--- src/hdl/first_fit_range_allocator_macros.svh ---
// Assertion macros shared by the allocator modules.
`ifndef FIRST_FIT_RANGE_ALLOCATOR_MACROS_SVH
`define FIRST_FIT_RANGE_ALLOCATOR_MACROS_SVH

`ifndef ASSERT_OFF

// property checked on every clock edge outside reset
`define FFRA_ASSERT(name, prop, msg) \
  name: assert property (@(posedge clk) disable iff (rst) prop) else $error(msg);

// condition in one cycle implies expectation in the next
`define FFRA_ASSERT_NEXT(name, cond, conseq, msg) \
  name: assert property (@(posedge clk) disable iff (rst) (cond) |=> (conseq)) \
    else $error(msg);

`else

`define FFRA_ASSERT(name, prop, msg)
`define FFRA_ASSERT_NEXT(name, cond, conseq, msg)

`endif

`endif

--- src/hdl/ffra_pkg.sv ---
// Types, codes and constants of the first-fit range allocator.
package ffra_pkg;

  localparam int SLOT_BITS       = 12;
  localparam int LEN_BITS        = SLOT_BITS + 1;
  localparam int END_BITS        = SLOT_BITS + 2;
  localparam int DEF_MAX_EXTENTS = 32;

  localparam logic [LEN_BITS-1:0] SLOT_LIMIT  = {1'b1, {SLOT_BITS{1'b0}}};
  localparam logic [LEN_BITS-1:0] RESET_TOTAL = LEN_BITS'(256);

  localparam logic ACT_ALLOC = 1'b0;
  localparam logic ACT_FREE  = 1'b1;

  typedef logic [1:0] status_t;
  localparam status_t ST_OK       = 2'd0;
  localparam status_t ST_NO_SPACE = 2'd1;
  localparam status_t ST_FULL     = 2'd2;
  localparam status_t ST_INVALID  = 2'd3;

  // table update selected by the decision stage
  typedef logic [2:0] op_t;
  localparam op_t OP_NONE      = 3'd0;
  localparam op_t OP_SHRINK    = 3'd1;
  localparam op_t OP_REMOVE    = 3'd2;
  localparam op_t OP_FREE_BOTH = 3'd3;
  localparam op_t OP_FREE_NEXT = 3'd4;
  localparam op_t OP_FREE_PREV = 3'd5;
  localparam op_t OP_FREE_INS  = 3'd6;

  typedef struct packed {
    logic                action;
    logic [SLOT_BITS-1:0] slot_start;
    logic [LEN_BITS-1:0]  slot_count;
  } req_t;

  typedef struct packed {
    status_t              status;
    logic [SLOT_BITS-1:0] allocated_slot;
  } rsp_t;

  typedef struct packed {
    logic req_load;
    logic flags_load;
    logic out_load;
    logic apply;
  } cmd_t;

  typedef struct packed {
    logic apply_needed;
  } stat_t;

endpackage

--- src/hdl/ffra_ctrl.sv ---
// Sequencer for compare, decide and update of one transaction at a time.
`include "first_fit_range_allocator_macros.svh"

module ffra_ctrl
  import ffra_pkg::*;
(
  input  logic  clk,
  input  logic  rst,
  input  logic  in_valid,
  output logic  in_stall,
  output logic  out_valid,
  input  logic  out_stall,
  input  stat_t stat,
  output cmd_t  cmd
);

  localparam logic [1:0] ST_IDLE  = 2'd0;
  localparam logic [1:0] ST_CMP   = 2'd1;
  localparam logic [1:0] ST_DEC   = 2'd2;
  localparam logic [1:0] ST_APPLY = 2'd3;

  logic [1:0] state, state_next;
  logic       accept;
  logic       out_free;

  assign in_stall = state != ST_IDLE;
  assign accept   = in_valid && !in_stall;
  assign out_free = !out_valid || !out_stall;

  assign cmd.req_load   = accept;
  assign cmd.flags_load = state == ST_CMP;
  assign cmd.out_load   = (state == ST_DEC) && out_free;
  assign cmd.apply      = state == ST_APPLY;

  always_comb begin
    state_next = state;
    unique case (state)
      ST_IDLE: begin
        if (accept) begin
          state_next = ST_CMP;
        end
      end
      ST_CMP: begin
        state_next = ST_DEC;
      end
      ST_DEC: begin
        // wait here until the result register is free
        if (out_free) begin
          state_next = stat.apply_needed ? ST_APPLY : ST_IDLE;
        end
      end
      ST_APPLY: begin
        state_next = ST_IDLE;
      end
      default: begin
        state_next = ST_IDLE;
      end
    endcase
  end

  always_ff @(posedge clk) begin
    if (rst) begin
      state     <= ST_IDLE;
      out_valid <= 1'b0;
    end else begin
      state <= state_next;
      if (cmd.out_load) begin
        out_valid <= 1'b1;
      end else if (!out_stall) begin
        out_valid <= 1'b0;
      end
    end
  end

  `FFRA_ASSERT(a_load_when_free, cmd.out_load |-> !(out_valid && out_stall), "result overwritten while stalled")
  `FFRA_ASSERT_NEXT(a_accept_to_cmp, accept, state == ST_CMP, "accepted transaction not compared")
  `FFRA_ASSERT(a_apply_after_load, (state == ST_APPLY) |-> $past(cmd.out_load), "table update without a result")

endmodule

--- config.mk ---
export PLATFORM = sky130hd
export DESIGN_NAME = ffra_ctrl
export DESIGN_NICKNAME = d
export VERILOG_FILES = /design/src/hdl/ffra_pkg.sv /design/src/hdl/ffra_ctrl.sv
export VERILOG_INCLUDE_DIRS = /design/src /design/src/hdl
export SDC_FILE = /design/constraint.sdc
export NUM_CORES = 1
export LEC_CHECK = 0
export BUFFER_PORTS_ARGS = -buffer_cell sky130_fd_sc_hd__buf_2
export CAP_MARGIN = 20
export CORE_AREA = 2 2 39 41
export CTS_CLUSTER_SIZE = 8
export DETAILED_ROUTE_END_ITERATION = 10
export DIE_AREA = 0 0 41 43
export HOLD_SLACK_MARGIN = 0.06
export SLEW_MARGIN = 25
export SYNTH_ARGS = -nofsm -noshare
export SYNTH_HDL_FRONTEND = slang
export SYNTH_SLANG_ARGS = --single-unit
--- constraint.sdc ---
create_clock -name clk -period 2.56 [get_ports clk]
set_clock_uncertainty 0.05 [all_clocks]
set_input_delay 0.64 -clock clk [delete_from_list [all_inputs] [get_ports clk]]
set_output_delay 0.64 -clock clk [all_outputs]
set_load 0.05 [all_outputs]
### Word level (Yosys, flattened, before mapping)

Index checks and enable logic that the tools add are counted.

* register bits: 3
* output and inout port bits: 6

* eq/ne operators: 6
* muxes and demuxes: 6
* reductions and logical operators: 9

Operators with widths (number)
* $pmux 2 s4: 1
* $mux 2: 3
* $eq 2x2->1 const B: 2
* $ne 2x2->1 const B: 2
* $logic_not 1->1: 3
* $eq 2x1->1 const B: 1
* $logic_and 1x1->1: 2
* $logic_not 2->1: 1
* $mux 1: 2
* $ne 2x1->1 const B: 1
* $reduce_and 2->1: 1
* $reduce_bool 2->1: 1
* $logic_or 1x1->1: 1

### Logic depth before layout (Yosys ltp)

Gate-level depths: netlist of run 1.

* depth after elaboration: 5
* gate-level depth with buffers: 3
* gate-level depth less buffers: 3

### Worst setup path before layout of run 1

No wires, ideal clock.

* kind: input port to output port
* from: input port out_stall
* to: output port cmd[1] in the netlist's numbering
* data arrival time: 1419 ps
* required time: 1870 ps
* slack: 451 ps
* cell stages on the path: 1
* buffers on the path: 0
* path through: a21oi_1

* cells in the longest elaborated chain, start to end: 3

RTL lines
* start, declared: line ffra_ctrl.sv:12 `input logic out_stall,`
* $logic_not 1->1
* $logic_or 1x1->1: line ffra_ctrl.sv:28 `assign out_free = !out_valid || !out_stall;`
* $logic_and 1x1->1: line ffra_ctrl.sv:32 `assign cmd.out_load = (state == ST_DEC) && out_free;`
* end, declared: line ffra_ctrl.sv:14 `output cmd_t cmd`

No other way between the ends.

==> reports/metrics.cfg, run 1 <==
[synth]
yosysSeqAreaShare=0.4000
synth_cell_type_count=13
postSynthCellCount=19
netlist.top_cell.by_area=dfxtp_1
netlist_area_sq_um=150.1
synth_warnings=0
syn_nets=24
yosys_register_bits=3
syn_area_per_cell_sq_um=7.902
synth_top_area_frac=0.4000
synth.area.top_cells=dfxtp_1 40%, a21oi_1 10%, nor2b_1 8.3%

[layout]
regArea_sq_um=60.06
fin_nets=38
drive_gt1_frac=0.4063
multi_input_area_sq_um=78.83
num_antenna_cells=0
syn2layout_area_growth_pct=59.17
finalInstanceArea_sq_um=239.0
fill_cells=166

[detailed_routing]
viasPerCell=3.646
first_pass_iters=2
first_iter_violations=1
num_vias=175
drc=0
wl_microns=373
avgRoutedWirePerCell_microns=7.771
final_antenna_net_count=0

[setup_path]
rrSetupSlack_ns=1.66
endpoint_kind=output port
cp-start-kind=primary input
crit_arrival_ns=1.16
crit_required_ns=1.87
critPathMaxFanout=3
crit_type=in2out

[clock_tree]
cts_buffers=3
cts_resized=0
ctsHoldBuffers=0
cts_sinks=3
cts-root-buf=clkbuf_4
h-tree-depth=1
clk_path_buf_depth=2
clk_pin_slew_ns=0.04
cts_tree=done
clk_latency_ns=0.23
cts_setup_buffers=0

[sta]
fin_hold_ws_ns=0.4293
period_share=0.7207
max_freq_ghz=0.5420
fin_tns_setup_ns=0
setup_violations=0
max-slew-margin-rel=0.8346
setup_slack_ns=0.7149
tightest_slew_ns=0.2498
drv_slew=0
rsz0062_at_grt=false
hold_violations=0
period_needed_ns=1.845

[floorplanning]
core-area_sq_um=1384
io_pins=11
die_h_microns=43
start_util=0.1085
die_width_microns=41
rows=14
fp.dieArea_sq_um=1763

[grt]
grt_pass1_vias=161
grt_antenna_before_repair=0
groute.usage.overall=0.05823
globalRoute.totalOverflow=0
grt_start_max_net_pins=7
grt_pass1_wl_microns=558

[place]
io_buffers=10
placed_cell_area_sq_um=212.7
dp_worst_setup_slack_ns=0.7010
place.gp.congestion=0.5775
hpwl_microns=285.1

[hold_path]
hp-class=reg2reg

[power]
max-vdd-ir-drop_uv=86.52
p_leak_nw=0.1286
p_per_area_nw_per_um2=763.2

[status]
outcome=completed

[flow_run]
drv_cap=0

layout by cell type, fill, tap and decap left out, drive strengths merged:
cell / n
buf: 10
clkbuf: 4
and2: 1
or2: 1
nor2b: 2
a21oi: 3
nor3: 1
dfxtp: 3
nand2b: 1
a31oi: 1
o21ba: 1
inv: 1
nand2: 1
nor2: 2
state kept, by name, indices dropped and copies added, names as in the netlist:
signal and cells:
state 2, out_valid 1
power breakdown:
part	leakage, nW	switching, mW	internal (mW)	total, mW
Sequential	0.0246	0.00315	0.0501	0.0532
Combinational	0.0890	0.0324	0.0123	0.0446
Clock	0.0150	0.0260	0.0585	0.0845
Yosys cell counts:
cell type and number:
or2_1 1, dfxtp_1 3, nand2_1 1, nor2b_1 2, o21ba_1 1, inv_1 1, nor3_1 1, a31oi_1 1
a21oi_1 3, buf_4 1, nor2_1 2, and2_1 1, nand2b_1 1
worst max-delay path, cell delays in order:
cell and delay (ns):
buf_2 0.11, a21oi_1 0.13, buf_2 0.27
cell families after synthesis:
group,count (synthesis),share of synthesized area
simple gates,9,0.3167
compound gates,5,0.2083
flops,3,0.4000
buf+inv,2,0.07499
routing by layer:
metal  vias to the layer above  track usage  routed length (microns)
li1                         89            -                        -
met1                        74      0.03215                      115
met2                         8      0.08438                      190
met3                         4      0.03141                       42
met4                         0       0.1000                       25
met5                         -            0                        0
metrics by stage:
| step | cells | power [mW] | utilization |
|---|---|---|---|
| 2_1_floorplan | 19 | 0.08932 | - |
| 3_3_place_gp | 44 | 0.09875 | 0.1537 |
| 3_5_place_dp | 44 | 0.09908 | 0.1537 |
| 4_1_cts | 48 | 0.1877 | 0.1727 |
| 5_1_grt | 48 | 0.1958 | 0.1727 |
| 6_report | 48 | 0.1824 | 0.1727 |
worst paths after layout:
kind | start | end | cells past startpoint
setup reg to reg | state[0]$_SDFFE_PP0P_ | state[1]$_SDFFE_PP0P_ | 3
hold reg to reg | state[0]$_SDFFE_PP0P_ | state[0]$_SDFFE_PP0P_ | 1
setup / recovery | out_stall | cmd[1] | 3
hold / removal | state[0]$_SDFFE_PP0P_ | state[0]$_SDFFE_PP0P_ | 1
cell type report:
cell class,instances,share of cell area
repair buffers,10,0.2094
well taps,16,0.08377
clock buffers,4,0.1099
multi-input cells,14,0.3298
inverters,1,0.01571
flip-flops and latches,3,0.2513
No activity file was read; power rests on OpenSTA's default activity.
==> run 2, diff against run 1 <==
Settings changed: ABC_AREA from default to 1.
Clock period 2.56 ns to 1.8 ns, I/O delays scaled along.
==> reports/metrics.cfg, run 2 <==
[power]
p_leak_nw=0.1574
max-vdd-ir-drop_uv=189.9
p_per_area_nw_per_um2=1022

[grt]
grt_pass1_wl_microns=627
grt_pass1_vias=183
globalRoute.totalOverflow=0
groute.usage.overall=0.06118
grt_start_max_net_pins=6
grt_antenna_before_repair=0

[synth]
synth.area.top_cells=dfxtp_1 37%, inv_1 16%, nand2_1 14%
yosys_register_bits=3
syn_area_per_cell_sq_um=6.071
synth_top_area_frac=0.3664
postSynthCellCount=27
netlist.top_cell.by_area=dfxtp_1
yosysSeqAreaShare=0.3664
synth.most_common_cell=inv_1
ys.flop_type=dfxtp_1
syn_nets=32
ys_top_cells_by_count=7 x inv_1, 6 x nand2_1, 5 x nor2_1, 3 x dfxtp_1, 2 x a21oi_1
synth_cell_type_count=9
netlist_area_sq_um=163.9
synth_edf_count=0
async_flop_share=0
synth_warnings=0

[setup_path]
critPathMaxFanout=5
rr_startpoint=state[0]$_SDFFE_PP0P_
crit_arrival_ns=1.09
worstPathCellList=nand2_2 -> a21oi_2 -> buf_2
cp.depth=3
worst-path-buf-inv=1
crit_type=reg2out
critPathMaxStageDelay_ns=0.39
endpoint_kind=output port
crit_required_ns=1.30
crit_slowest_cell=dfxtp_1
cp-start-kind=register
path_delay_family=flip-flops
worstSetupStartpoint=state[1]$_SDFFE_PP0P_
r2r_cells=5

[sta]
period_share=0.8809
fin_tns_setup_ns=0
rsz0062_at_grt=false
hold_violations=0
tightest_slew_ns=0.2474
drv_slew=0
setup_violations=0
period_needed_ns=1.586
max-slew-margin-rel=0.8362
max_freq_ghz=0.6307

[detailed_routing]
num_vias=185
drc=0
first_pass_iters=2
final_antenna_net_count=0
viasPerCell=3.304
wl_microns=369
avgRoutedWirePerCell_microns=6.589
first_iter_violations=2

[floorplanning]
core-area_sq_um=1384
rows=14
fp.dieArea_sq_um=1763
io_pins=11
die_h_microns=43
start_util=0.1184
die_width_microns=41

[layout]
num_antenna_cells=0
largest_register=state
syn2layout_area_growth_pct=56.49
mostFrequentLayoutCells=10 x buf_2, 7 x inv_1, 6 x nand2_1
drive_gt1_frac=0.3750
post-route-util=0.1854
reg.largest.list=state x2, out_valid x1
fin_nets=46
final_common_cell=buf_2
largest_register_ffs=2

[status]
outcome=completed

[clock_tree]
clk_pin_slew_ns=0.03
cts_setup_buffers=0
cts_resized=0
cts_sinks=3
cts_buffers=3
cts-root-buf=clkbuf_4
clk_latency_ns=0.23
h-tree-depth=1
cts_tree=done
ctsHoldBuffers=0
clk_path_buf_depth=2

[hold_path]
whs_path_depth=2
hold_path.startpoint=rst
hp-class=in2reg

[place]
hpwl_microns=296
io_buffers=10
place.gp.congestion=0.6119

[flow_run]
drv_cap=0

## run 2: changes by cell type after synthesis, moves of 2 or more
cell and change:
nor2b_1 -2, nor2_1 +3, nand2_1 +5, inv_1 +6
## run 2: cell type report
| class | count | area (sq um) |
|---|---|---|
| tap | 16 | 20.02 |
| clock buffer | 4 | 26.28 |
| inverter | 7 | 26.28 |
| sequential | 3 | 60.06 |
| fill | 174 | 1127 |
| multi-input combinational | 16 | 73.82 |
| timing repair buffer | 10 | 50.05 |
## run 2: cell families after synthesis
group	after synthesis	share of synthesized area
and+or+nand+nor	13	0.3206
AOI/OAI and AO/OA	3	0.1069
DFF	3	0.3664
buffers and inverters	8	0.2062
## run 2: through the flow
stage / instances / power, mW / hold slack, ns / setup WS (ns) / area (sq um)
after global routing: 56 / 0.2872 / 0.3415 / 0.1148 / 256.5
after floorplan: 27 / 0.1341 / 0.4691 / 0.2576 / 167.7
after CTS: 56 / 0.2725 / 0.3442 / 0.1942 / 256.5
after detailed placement: 52 / 0.1485 / 0.4897 / 0.3633 / 230.2
after global placement: 52 / 0.1479 / 0.4822 / 0.3694 / 230.2
final: 56 / 0.2621 / 0.3598 / 0.2144 / 256.5
## run 2: final timing paths
| path | end | slack (ns) |
|---|---|---|
| setup / recovery | cmd[1] | 0.21 |
| hold / removal | out_valid$_SDFFE_PP0P_ | 0.36 |
| setup reg to reg | state[1]$_SDFFE_PP0P_ | 0.93 |
| hold reg to reg | out_valid$_SDFFE_PP0P_ | 0.49 |
## run 2: layer usage
metal | vias to the layer above | global-route usage | wire [microns]
met5 | - | 0 | 0
met4 | 0 | 0.08000 | 0
met3 | 0 | 0.04712 | 35
met2 | 5 | 0.08125 | 195
met1 | 77 | 0.04487 | 138
li1 | 103 | - | -
## run 2: power by group
| group | leakage [nW] | internal (mW) | total, mW | switching, mW |
|---|---|---|---|---|
| Clock | 0.0150 | 0.0829 | 0.115 | 0.0324 |
| Combinational | 0.118 | 0.0176 | 0.0707 | 0.0531 |
| Sequential | 0.0246 | 0.0715 | 0.0761 | 0.00462 |
| Total | 0.157 | 0.172 | 0.262 | 0.0901 |
